`src/hdl/ppe_pkg.sv`:
```
`default_nettype none
package ppe_pkg;

    localparam int MAX_VERTICES = 64;
    localparam int VIDX_W       = 6;
    localparam int CNT_W        = 7;
    localparam int COORD_W      = 32;
    localparam int TOL_W        = 31;
    localparam int STEP_W       = 6;
    localparam int SQRT_STEPS   = 33;
    localparam int DIV_STEPS    = 32;
    localparam int MUL_OPS      = 6;

    localparam logic OP_LOAD  = 1'b0;
    localparam logic OP_QUERY = 1'b1;

    localparam logic CFG_VCOUNT = 1'b0;
    localparam logic CFG_TOL    = 1'b1;

    typedef enum logic [3:0] {
        ST_IDLE, ST_TOL, ST_RDA, ST_RDB, ST_DIFF, ST_MUL, ST_CHK,
        ST_SQRT, ST_DIVI, ST_DIV, ST_UPD, ST_DONE
    } t_state;

    // product selects, TOL first so edge products follow in order
    typedef enum logic [2:0] {
        MOP_TOL, MOP_DXDX, MOP_DYDY, MOP_QXDY, MOP_QYDX, MOP_QXQX, MOP_QYQY
    } t_mop;

    typedef struct packed {
        logic              mem_rd;
        logic [VIDX_W-1:0] rd_addr;
        logic              lat_a;
        logic              diff;
        logic              mul_en;
        t_mop              mul_op;
        logic              cross_en;
        logic              sqrt_step;
        logic              div_init;
        logic              div_step;
        logic              upd;
        logic [VIDX_W-1:0] edge_idx;
        logic              clr_best;
        logic              out_load;
    } t_cmd;

    typedef struct packed {
        logic len_zero;
    } t_stat;

    // packed as the output tdata: distance lowest
    typedef struct packed {
        logic              found;
        logic              near;
        logic [VIDX_W-1:0] edge_idx;
        logic [31:0]       min_dist;
    } t_result;

endpackage
`default_nettype wire

```
`src/hdl/ppe_ctrl.sv`:
```
`default_nettype none
module ppe_ctrl
    import ppe_pkg::*;
(
    input  wire logic             i_clk,
    input  wire logic             i_rst_n,
    input  wire logic             i_in_valid,
    input  wire logic             i_in_op,
    input  wire logic             i_out_ready,
    input  wire logic [CNT_W-1:0] i_vcount,
    input  wire t_stat            i_stat,
    output logic                  o_in_ready,
    output logic                  o_out_valid,
    output t_cmd                  o_cmd
);

    t_state r_state, n_state;
    logic [STEP_W-1:0] r_cnt, n_cnt;
    logic [VIDX_W-1:0] r_i, n_i;
    logic r_ovalid, n_ovalid;
    logic [CNT_W-1:0] w_n;
    logic w_last;

    assign w_n    = (i_vcount > CNT_W'(MAX_VERTICES)) ? CNT_W'(MAX_VERTICES) : i_vcount;
    assign w_last = ({1'b0, r_i} + CNT_W'(1)) == w_n;

    always_ff @(posedge i_clk) begin
        if (!i_rst_n) begin
            r_state  <= ST_IDLE;
            r_cnt    <= '0;
            r_i      <= '0;
            r_ovalid <= 1'b0;
        end else begin
            r_state  <= n_state;
            r_cnt    <= n_cnt;
            r_i      <= n_i;
            r_ovalid <= n_ovalid;
        end
    end

    always_comb begin
        n_state    = r_state;
        n_cnt      = r_cnt;
        n_i        = r_i;
        n_ovalid   = r_ovalid & ~i_out_ready;
        o_cmd      = '0;
        o_cmd.edge_idx = r_i;
        o_in_ready = (r_state == ST_IDLE);
        case (r_state)
            ST_IDLE: begin
                if (i_in_valid && i_in_op == OP_QUERY) begin
                    o_cmd.clr_best = 1'b1;
                    n_state = ST_TOL;
                end
            end
            ST_TOL: begin
                o_cmd.mul_en = 1'b1;
                o_cmd.mul_op = MOP_TOL;
                n_i = '0;
                n_state = (w_n == '0) ? ST_DONE : ST_RDA;
            end
            ST_RDA: begin
                o_cmd.mem_rd  = 1'b1;
                o_cmd.rd_addr = r_i;
                n_state = ST_RDB;
            end
            ST_RDB: begin
                o_cmd.lat_a   = 1'b1;
                o_cmd.mem_rd  = 1'b1;
                o_cmd.rd_addr = w_last ? '0 : r_i + VIDX_W'(1);
                n_state = ST_DIFF;
            end
            ST_DIFF: begin
                o_cmd.diff = 1'b1;
                n_cnt = '0;
                n_state = ST_MUL;
            end
            ST_MUL: begin
                o_cmd.mul_en = 1'b1;
                o_cmd.mul_op = t_mop'(r_cnt[2:0] + 3'd1);
                n_cnt = r_cnt + STEP_W'(1);
                if (r_cnt == STEP_W'(MUL_OPS - 1))
                    n_state = ST_CHK;
            end
            ST_CHK: begin
                o_cmd.cross_en = 1'b1;
                n_cnt = '0;
                if (i_stat.len_zero) begin
                    // degenerate edge: skip it
                    n_i = r_i + VIDX_W'(1);
                    n_state = w_last ? ST_DONE : ST_RDA;
                end else begin
                    n_state = ST_SQRT;
                end
            end
            ST_SQRT: begin
                o_cmd.sqrt_step = 1'b1;
                n_cnt = r_cnt + STEP_W'(1);
                if (r_cnt == STEP_W'(SQRT_STEPS - 1))
                    n_state = ST_DIVI;
            end
            ST_DIVI: begin
                o_cmd.div_init = 1'b1;
                n_cnt = '0;
                n_state = ST_DIV;
            end
            ST_DIV: begin
                o_cmd.div_step = 1'b1;
                n_cnt = r_cnt + STEP_W'(1);
                if (r_cnt == STEP_W'(DIV_STEPS - 1))
                    n_state = ST_UPD;
            end
            ST_UPD: begin
                o_cmd.upd = 1'b1;
                n_i = r_i + VIDX_W'(1);
                n_state = w_last ? ST_DONE : ST_RDA;
            end
            ST_DONE: begin
                if (!r_ovalid || i_out_ready) begin
                    o_cmd.out_load = 1'b1;
                    n_ovalid = 1'b1;
                    n_state = ST_IDLE;
                end
            end
            default: n_state = ST_IDLE;
        endcase
    end

    assign o_out_valid = r_ovalid;

endmodule
`default_nettype wire

```
`config.mk`:
```
export PLATFORM = sky130hd
export DESIGN_NAME = ppe_ctrl
export DESIGN_NICKNAME = d
export VERILOG_FILES = /design/src/hdl/ppe_pkg.sv /design/src/hdl/ppe_ctrl.sv
export SDC_FILE = /design/constraint.sdc
export NUM_CORES = 1
export LEC_CHECK = 0
export BUFFER_PORTS_ARGS = -buffer_cell sky130_fd_sc_hd__buf_2
export CAP_MARGIN = 30
export CORE_ASPECT_RATIO = 1.75
export CORE_MARGIN = 10
export CORE_UTILIZATION = 40
export CTS_CLUSTER_SIZE = 24
export DETAILED_ROUTE_END_ITERATION = 10
export PLACE_DENSITY = 0.61
export SETUP_SLACK_MARGIN = 0.1
export SLEW_MARGIN = 5
export SYNTH_ARGS = -nofsm -noshare
export SYNTH_HDL_FRONTEND = slang
export SYNTH_SLANG_ARGS = --single-unit
```
`constraint.sdc`:
```
create_clock -name i_clk -period 2.3 [get_ports i_clk]
set_input_delay 0.115 -clock i_clk [delete_from_list [all_inputs] [get_ports i_clk]]
set_output_delay 0.115 -clock i_clk [all_outputs]
set_load 0.01 [all_outputs]
```
# Word level (Yosys, flattened, before mapping)
# Cells that the tools add are included.
[word_totals] elab_cells=72 regBits=17
[op_classes] n_eq_ne=21 n_addsub=4 muxes=29 order_cmp=1 n_reduce_logical=11 n_bitwise=2
[ops] operator="$pmux 4 s12" n=1
[ops] operator="$mux 4" n=8
[ops] operator="$pmux 6 s3" n=1
[ops] operator="$eq 4x3->1 const B" n=4
[ops] operator="$eq 4x4->1 const B" n=4
[ops] operator="$pmux 7 s2" n=1
[ops] operator="$mux 1" n=13
[ops] operator="$add 6x1->6 const B" n=2
[ops] operator="$mux 6" n=2
[ops] operator="$pmux 6 s2" n=1
[ops] operator="$ne 2x2->1 const B" n=5
[ops] operator="$eq 4x2->1 const B" n=2
[ops] operator="$pmux 4 s2" n=1
[ops] operator="$add 6x1->7 const B" n=1
[ops] operator="$eq 7x7->1" n=1
[ops] operator="$gt 7x7->1 const B" n=1
[ops] operator="$logic_not 7->1" n=1
[ops] operator="$mux 7" n=1
[ops] operator="$eq 6x3->1 const B" n=1
[ops] operator="$eq 6x5->1 const B" n=1
[ops] operator="$eq 6x6->1 const B" n=1
[ops] operator="$reduce_or 3->1" n=2
[ops] operator="$reduce_and 5->1" n=1
[ops] operator="$eq 4x1->1 const B" n=1
[ops] operator="other kinds (11)" n=11

# Depth between registers and ports, before layout
# Gate-level depths: netlist of run 1.
[logic_depth] depth_word=6 ltp_mapped=8 mapped_depth_nobuf=8

# Least setup slack after synthesis of run 1
# OpenSTA, ideal clock, no wires.
[synth_timing] path_type="reg-to-reg" start="register r_i[1]" end="register r_state[0]" setup_slack_ns=0.211 t_arrival_ns=2.029 synth_period_minus_slack_ns=2.089 setup_ns=0.060 stages_incl_launch_ff=9 cell_sequence="dfxtp_1 -> ha_1 -> buf_2 -> nand3_2 -> xnor2_1 -> a32oi_1 -> o21a_1 -> a2111oi_2 -> o221a_1"
[synth_via] elab_chain_cells=5
[synth_rtl] element="from (decl)" line_no="ppe_ctrl.sv:19" text="logic [VIDX_W-1:0] r_i, n_i;"
[synth_rtl] element="from (signal assigned)" line_no="ppe_ctrl.sv:36" text="r_i <= n_i;"
[synth_rtl] element="$add 6x1->7 (*)" line_no="ppe_ctrl.sv:25" text="assign w_last = ({1'b0, r_i} + CNT_W'(1)) == w_n;"
[synth_rtl] element="$eq 7x7->1 (*)" line_no="ppe_ctrl.sv:25"
[synth_rtl] element="$mux 4 (*)" line_no="ppe_ctrl.sv:91, ppe_ctrl.sv:116"
[synth_rtl] element="$mux 4" line_no="ppe_ctrl.sv:88" text="if (i_stat.len_zero) begin"
[synth_rtl] element="$pmux 4 s12 (*)" line_no="ppe_ctrl.sv:49" text="case (r_state)"
[synth_rtl] element="to (signal assigned)" line_no="ppe_ctrl.sv:34" text="r_state <= n_state;"
[synth_rtl] element="to (decl)" line_no="ppe_ctrl.sv:17" text="t_state r_state, n_state;"
# Mark *: on every way between the ends. The rest lies on a longest branch, timed or not.
# A chain may end at the register's enable or synchronous reset.

==> metrics.md, run 1 <==
| Metric | Value |
|---|---|
| Setup violators final | `0` |
| Maximum clock rate | `457 MHz` |
| Synth cell types | `45` |
| Clock Tree Root | `clkbuf_8` |
| Synth top area share | `0.223` |
| Core Area | `3660 µm²` |
| Power density cells | `328 nW/µm²` |
| Multi-input gate area | `1180 µm²` |
| Vias in the first global route | `1780` |
| Syn_nets | `235` |
| Die ar. | `6780 µm²` |
| ANT cells | `0` |
| Netlist Area Pre-Place | `1530 µm²` |
| CP Class | `reg -> out` |
| NumNets Final | `288` |
| Tmin final | `2.19 ns` |
| H-tree depth | `1` |
| P&R area growth vs syn | `31.7%` |
| Clk sinks | `17` |
| CTS tree | `built` |
| Largest net degree at the start of global routing | `16` |
| Static Leakage | `0.893 nW` |
| Sequential element share of the synthesized area | `0.223` |
| Worst-path clk slew | `0.07 ns` |
| Synth area leaders | `dfxtp_1 (22%), nand2_1 (8.1%), o21ai_0 (5.9%), nor2_1 (5.9%), nor2b_1 (4.5%)` |
| DRC Markers | `0` |
| Overall Global Routing Usage | `0.145` |
| Rows | `29` |
| WP data required | `2.18 ns` |
| Setup TNS | `0 ns` |
| #FFs+latches synth | `17` |
| GRT overflow | `0` |
| Slew at the pin with the worst max-slew slack | `0.565 ns` |
| Worst skew pair latency | `0.26 ns` |
| Layout Cells excl Fill | `316` |
| Fin. max-slew vios | `0` |
| Sequential Area | `343 µm²` |
| DRT antenna net count | `0` |
| Fillers | `401` |
| Die Height | `102 µm` |
| Post-synth top area cell | `dfxtp_1` |
| Type of origin of the critical path | `register` |
| I/O Pins | `41` |
| Initial antenna violation count | `0` |
| Maximum clock path buffer count | `2` |
| WL per Instance | `15.8 µm` |
| CP arrival | `2.07 ns` |
| Routed wire length | `5000 µm` |
| Die X | `66.7 µm` |
| Via-to-Cell Ratio | `5.53` |
| Final Hold Fails | `0` |
| TritonCTS Buffers | `3` |
| Post-synth EDFFs | `0` |
| Hold/Removal Path Class | `in -> reg` |
| Placed instance count | `308` |
| Synth warn | `0` |
| VDD IR max | `0.323 mV` |
| Ys flop type | `dfxtp_1` |
| Synth Instances | `218` |
| Placed cell area | `1840 µm²` |
| FF-to-FF path depth | `7` |
| Setup crit end kind | `output pin` |
| Number of port buffers | `40` |
| Drt pass-1 iters | `4` |
| Clock Skew | `0.00129 ns` |
| Hold path depth | `2` |
| Post-synth ARST share | `0` |
| Crit-path max FO | `6` |
| Layout cell share with drive strength beyond 1 | `0.315` |
| RSZ-0062 raised after global routing | `true` |
| Initial core utilization | `0.417` |
| Relative slew slack | `0.621` |
| Period utilisation layout | `0.951` |
| Avg Inst Size Synth | `7.00 µm²` |
| Final Cell Area | `2010 µm²` |
| Placer congestion estimate | `0.915` |
| Initial drt markers | `108` |
| Status | `complete, no violations` |
| First-pass GRT wire length | `7980 µm` |
| Via Count | `1746` |
| Max Cap Violations | `0` |
| DP HPWL | `3880 µm` |
final timing paths:
check | startpoint | to | slack, ns
setup / recovery | r_i[0] | o_cmd[20] | 0.11
hold / removal | i_rst_n | o_out_valid | 0.23
setup reg to reg | r_i[0] | r_state[0] | 0.21
hold reg to reg | r_cnt[1] | r_cnt[1] | 0.52
through the flow:
| stage | hold WS (ns) | utilization | power (mW) | setup slack (ns) |
|---|---|---|---|---|
| global route | 0.226 | 0.549 | 0.690 | 0.0674 |
| CTS | 0.224 | 0.522 | 0.663 | 0.0988 |
| finish | 0.226 | 0.549 | 0.660 | 0.113 |
| detailed placement | 0.501 | 0.502 | 0.427 | 0.197 |
| global placement | 0.492 | 0.502 | 0.427 | 0.220 |
| floorplan | 0.269 | - | 0.378 | 0.211 |
cells by family (layout without fill, tap and decap cells):
logic type	count (synthesis)	after routing	share of synthesized area
AO/OA/AOI/OAI	53	53	0.243
XOR/XNOR	10	10	0.0574
adder cells (fa/ha/maj)	4	4	0.0328
buffers and inverters	19	71	0.0631
flip-flops	17	17	0.223
AND/OR/NAND/NOR	115	115	0.381
layer usage:
layer  part of all wire  vias up  track usage
li1                   -      875            -
met1               0.34      800        0.132
met2               0.56       52        0.277
met3              0.062       19       0.0343
met4              0.037        0       0.0762
met5                  0        -            0
Yosys cell counts, types with 2 or more instances:
library cell,n
ha_1,4
o211ai_1,2
xor2_1,3
nor2_1,24
buf_4,4
nand2_1,33
dfxtp_1,17
or3_1,2
a21oi_1,3
o22ai_1,3
buf_2,2
and3_1,2
o2111ai_1,2
nand4_1,5
a22oi_1,4
xnor2_1,7
clkbuf_1,5
nor2b_1,11
nor3_1,11
o221ai_1,4
nand3_1,6
and2_1,8
inv_1,6
nand2b_1,5
o21ai_0,18
a21boi_0,5
a21o_1,2
o21a_1,2
nand3_2,2
placed cells by master, fill, tap and decap left out, drive strengths merged, types with 5 or more instances in the layout:
cell and instances:
a21boi 5, and2 8, buf 61, dfxtp 17, inv 6, nand2 34
nand2b 5, nand3 8, nand4 5, nor2 24, nor2b 11, nor3 11
o21ai 18, xnor2 7
state kept, by name, indices dropped and copies added, names as in the netlist:
signal	count
r_cnt	6
r_i	6
o_out_valid	1
r_state	4
where the power goes:
group	switching [mW]	internal [mW]
logic	0.0712	0.0508
registers	0.00736	0.297
clock network	0.113	0.121
worst max-delay path: stages, from the launching register on:
cell,delay [ns]
dfxtp_2,0.34
ha_4,0.19
or4_4,0.56
a21oi_4,0.17
o22ai_4,0.12
o21ai_2,0.21
o21ai_0,0.09
buf_2,0.14
area by class of cell:
| cell class | count | area share |
|---|---|---|
| clock buffer | 3 | 0.0205 |
| clock inverter | 1 | 0.00249 |
| inverter | 6 | 0.0112 |
| multi-input combinational | 182 | 0.585 |
| sequential | 17 | 0.171 |
| tap | 46 | 0.0286 |
| timing repair buffer | 61 | 0.182 |
what timing repair did:
item                       CTS  global route
hold endpoints to repair     0             0
pin swaps                    1             4
hold buffers                 0             0
gates resized for setup      8            13
buffers inserted             0             4
setup endpoints to repair    6             6
(Power assumes the default switching activity.)
==> run 2: changes to the inputs <==
==> constraint.sdc (replaced) <==
create_clock -name i_clk -period 2.5 [get_ports i_clk]
set_input_delay 0.125 -clock i_clk [delete_from_list [all_inputs] [get_ports i_clk]]
set_output_delay 0.125 -clock i_clk [all_outputs]
set_load 0.01 [all_outputs]
==> metrics.md, run 2 (synthesized netlist as in run 1, its figures left out) <==
| Metric | Value |
|---|---|
| Finished Core Util | `0.512` |
| Overall Global Routing Usage | `0.144` |
| CP Launch Point | `r_i[0]` |
| Relative slew slack | `0.685` |
| Pint | `428 µW` |
| Clock Skew | `0.00375 ns` |
| Crit-path max FO | `8` |
| Setup crit end | `o_cmd[24]` |
| Final Cell Area | `1880 µm²` |
| Initial antenna violation count | `0` |
| Most common cell after layout, fill and taps aside | `buf_2` |
| Period utilisation layout | `0.896` |
| Most frequent cells in the layout | `buf_2 (40), nand2_1 (33), nor2_1 (24)` |
| CP arrival | `2.12 ns` |
| Die ar. | `6780 µm²` |
| Final worst slack | `0.260 ns` |
| Sw frac | `0.283` |
| CTS tree | `built` |
| Clock power frac | `0.351` |
| DRT antenna net count | `0` |
| Fin Hold WS | `0.238 ns` |
| Initial drt markers | `88` |
| ANT cells | `0` |
| Comb power frac | `0.180` |
| NumNets Final | `279` |
| I/O Pins | `41` |
| Worst skew pair latency | `0.26 ns` |
| Routed wire length | `4710 µm` |
| Placed cell area | `1790 µm²` |
| First-pass GRT wire length | `7930 µm` |
| Via Count | `1687` |
| Largest net degree at the start of global routing | `16` |
| Flop pwr share | `0.469` |
| Rows | `29` |
| Max Cap Violations | `0` |
| Drt pass-1 iters | `4` |
| RSZ-0062 raised after global routing | `false` |
| WL per Instance | `15.3 µm` |
| WP data required | `2.38 ns` |
| Status | `complete, no violations` |
| Design Power | `596 µW` |
| Number of port buffers | `40` |
| Fin. max-slew vios | `0` |
| Clk sinks | `17` |
| R2R Path End | `r_state[0]` |
| CP Class | `reg -> out` |
| Die X | `66.7 µm` |
| Worst-path clk slew | `0.07 ns` |
| Core Area | `3660 µm²` |
| Tmin final | `2.24 ns` |
| FF-to-FF path depth | `7` |
| Reg-to-Reg Start | `r_i[0]` |
| Placed instance count | `302` |
| Initial core utilization | `0.417` |
| Layout cell share with drive strength beyond 1 | `0.261` |
| Via-to-Cell Ratio | `5.50` |
| GRT overflow | `0` |
| Hold/Removal Path Class | `in -> reg` |
| Type of origin of the critical path | `register` |
| Cts hold-fix bufs | `0` |
| Maximum clock path buffer count | `2` |
| Clock Tree Root | `clkbuf_8` |
| VDD IR max | `0.268 mV` |
| Slack of the worst reg-to-reg path | `0.38 ns` |
| Die Height | `102 µm` |
| Setup crit end kind | `output pin` |
| Slew at the pin with the worst max-slew slack | `0.472 ns` |
| Place WS | `0.314 ns` |
| Setup violators final | `0` |
| Psw | `169 µW` |
| P&R area growth vs syn | `23.0%` |
| DRC Markers | `0` |
| Multi-input gate area | `1120 µm²` |
| TritonCTS Buffers | `3` |
| Fillers | `416` |
| Vias in the first global route | `1705` |
| Maximum clock rate | `446 MHz` |
| Placer congestion estimate | `0.848` |
| H-tree depth | `1` |
| Setup TNS | `0 ns` |
| DP HPWL | `3780 µm` |
| Layout Cells excl Fill | `307` |
| Sequential Area | `340 µm²` |
| Final Hold Fails | `0` |
| Regs by FF count | `r_cnt: 6 flops, r_i: 6 flops, r_state: 4 flops` |
| Power density cells | `318 nW/µm²` |
| Static Leakage | `0.826 nW` |
[run 2: cell count changes in the layout (fill, tap and decap cells not counted), sizes merged]
cell / previous run / this run
buf: 61 / 52
[run 2: power by group through the flow]
stage | Clock [mW] | Sequential (mW) | Combinational [mW]
5_1_grt | 0.226 | 0.280 | 0.121
3_3_place_gp | 0 | 0.286 | 0.103
2_1_floorplan | 0 | 0.283 | 0.0644
6_report | 0.209 | 0.280 | 0.107
4_1_cts | 0.218 | 0.280 | 0.105
3_5_place_dp | 0 | 0.286 | 0.104
[run 2: worst max-delay path, stage by stage (launching register included)]
cell,delay [ns]
dfxtp_1,0.32
ha_2,0.24
or4_4,0.54
a21oi_2,0.19
o22ai_4,0.13
o221ai_1,0.23
nand2_1,0.07
buf_2,0.14
[run 2: repair_timing]
action,4_1_cts,5_1_grt
resized for setup,2,6
setup buffers,0,1
gates cloned,0,0
setup endpoints to repair,2,4
pin swaps,0,1
[run 2: worst min-delay path by stage]
stage,start,end,slack (ns),cells after the start
final,i_rst_n,o_out_valid,0.24,2
after global routing,i_out_ready,o_out_valid,0.25,3
after CTS,i_rst_n,o_out_valid,0.23,2
after detailed placement,r_cnt[1],r_cnt[1],0.50,2
after global placement,r_cnt[1],r_cnt[1],0.50,2
after floorplan,i_rst_n,r_cnt[1],0.28,1
[run 2: cell type report]
class,count,share of cell area
Multi-Input combinational cell,182,0.597
Sequential cell,17,0.181
Timing Repair Buffer,52,0.155
Tap cell,46,0.0307
Clock buffer,3,0.0220
Inverter,6,0.0120
Clock inverter,1,0.00267
[run 2: per-layer routing]
metal  GRT usage  routed length (µm)
met5           0                   0
met4      0.0357                  61
met3      0.0287                 245
met2       0.297                2730
met1       0.131                1680
==> run 3: changes to the inputs <==
--- a/config.mk
+++ b/config.mk
@@ -8,11 +8,11 @@
 export BUFFER_PORTS_ARGS = -buffer_cell sky130_fd_sc_hd__buf_2
 export CAP_MARGIN = 30
 export CORE_ASPECT_RATIO = 1.75
-export CORE_MARGIN = 10
-export CORE_UTILIZATION = 40
+export CORE_MARGIN = 8
+export CORE_UTILIZATION = 53
 export CTS_CLUSTER_SIZE = 24
 export DETAILED_ROUTE_END_ITERATION = 10
-export PLACE_DENSITY = 0.61
+export PLACE_DENSITY = 0.78
 export SETUP_SLACK_MARGIN = 0.1
 export SLEW_MARGIN = 5
 export SYNTH_ARGS = -nofsm -noshare
==> metrics.md, run 3 (synthesized netlist as in run 1, its figures left out) <==
| Metric | Value |
|---|---|
| Clock Tree Root | `clkbuf_8` |
| Die X | `56.6 µm` |
| CP Class | `reg -> out` |
| Worst-path clk slew | `0.07 ns` |
| Hold path startpoint | `i_rst_n` |
| Placed instance count | `283` |
| First-pass GRT wire length | `7470 µm` |
| ANT cells | `0` |
| I/O Pins | `41` |
| CTS tree | `built` |
| Highest routing layer actually used | `met4` |
| M1 wire length | `1540 µm` |
| Die Height | `87.0 µm` |
| Most frequent cells in the layout | `buf_2 (40), nand2_1 (33), nor2_1 (24)` |
| WL per Instance | `15.8 µm` |
| Hold/Removal Path Class | `in -> reg` |
| Met3 WL | `262 µm` |
| Core Area | `2830 µm²` |
| Rows | `26` |
| Most common cell after layout, fill and taps aside | `buf_2` |
| Cts hold-fix bufs | `0` |
| DRC Markers | `0` |
| Fin. max-slew vios | `0` |
| Maximum clock rate | `446 MHz` |
| Period utilisation layout | `0.897` |
| Clock Skew | `0.00179 ns` |
| Final Hold Fails | `0` |
| Finished Core Util | `0.647` |
| Relative slew slack | `0.683` |
| Reg-to-Reg Start | `r_cnt[0]` |
| VDD IR max | `0.442 mV` |
| Via-to-Cell Ratio | `6.03` |
| Setup crit end kind | `output pin` |
| RSZ-0062 raised after global routing | `false` |
| Worst skew pair latency | `0.26 ns` |
| DP HPWL | `3600 µm` |
| P&R area growth vs syn | `20.0%` |
| DRT antenna net count | `0` |
| Clk sinks | `17` |
| Largest net degree at the start of global routing | `16` |
| Number of port buffers | `40` |
| NumNets Final | `277` |
| Initial drt markers | `81` |
| Static Leakage | `0.810 nW` |
| Status | `complete, no violations` |
| WP data required | `2.38 ns` |
| Crit-path max FO | `8` |
| Setup violators final | `0` |
| Maximum clock path buffer count | `2` |
| Initial antenna violation count | `0` |
| Vias in the first global route | `1665` |
| Slew at the pin with the worst max-slew slack | `0.476 ns` |
| Routed wire length | `4540 µm` |
| Tmin final | `2.24 ns` |
| Placed cell area | `1760 µm²` |
| TritonCTS Buffers | `3` |
| Type of origin of the critical path | `register` |
| Die ar. | `4920 µm²` |
| Power density cells | `324 nW/µm²` |
| Drt pass-1 iters | `4` |
| Number of post-CTS setup repair buffers | `0` |
| Overall Global Routing Usage | `0.183` |
| GRT overflow | `0` |
| Regs by FF count | `r_cnt: 6 flops, r_i: 6 flops, r_state: 4 flops` |
| CP arrival | `2.12 ns` |
| Placer congestion estimate | `0.912` |
| Final Cell Area | `1830 µm²` |
| Via Count | `1730` |
| Max Cap Violations | `0` |
| Routed wl met2 | `2620 µm` |
| Layout Cells excl Fill | `287` |
| Setup TNS | `0 ns` |
| CP Launch Point | `r_i[0]` |
| H-tree depth | `1` |
| Initial core utilization | `0.539` |
| Layout cell share with drive strength beyond 1 | `0.251` |
==> run 3: stage by stage <==
stage               power, mW  hold slack (ns)  setup slack (ns)
global placement        0.388            0.496             0.434
global route            0.622            0.233             0.143
finish                  0.593            0.226             0.258
CTS                     0.600            0.223             0.112
detailed placement      0.388            0.501             0.326
floorplan               0.348            0.279             0.411
==> run 3: path summary, 6_finish.rpt <==
path / depth (start not counted) / slack (ns) / to
min reg2reg: 2 / 0.52 / r_cnt[1]
min: 2 / 0.23 / o_out_valid
max: 7 / 0.26 / o_cmd[19]
max reg2reg: 6 / 0.43 / r_state[3]
==> run 3: critical path, cell delays in order (launching register included) <==
cell and delay [ns]:
dfxtp_1 0.31, ha_2 0.24, or4_4 0.54, a21oi_2 0.19, o22ai_4 0.13, o21ai_1 0.21, o21ai_0 0.09, buf_2 0.14
==> run 3: cell type report <==
cell class                      instances  area [µm²]
Multi-Input combinational cell        182        1110
Fill cell                             276         998
Sequential cell                        17         340
Timing Repair Buffer                   50         275
Clock buffer                            3        41.3
Tap cell                               28        35.0
Inverter                                6        22.5
Clock inverter                          1        5.00
==> run 3: where the power goes <==
part / switching [mW] / leakage, nW / internal, mW / total, mW
registers: 0.00954 / 0.137 / 0.274 / 0.283
logic: 0.0599 / 0.647 / 0.0421 / 0.102
clock network: 0.0971 / 0.0255 / 0.111 / 0.208
==> run 3: metal layers <==
layer  vias to the layer above  GRT usage
li1                        849          -
met1                       807      0.152
met2                        60      0.378
met3                        14     0.0526
met4                         0     0.0637
met5                         -          0
==> run 3: timing repair <==
action,4_1_cts,5_1_grt
resized for setup,2,6
setup endpoints to repair,2,5
pin swaps,0,1
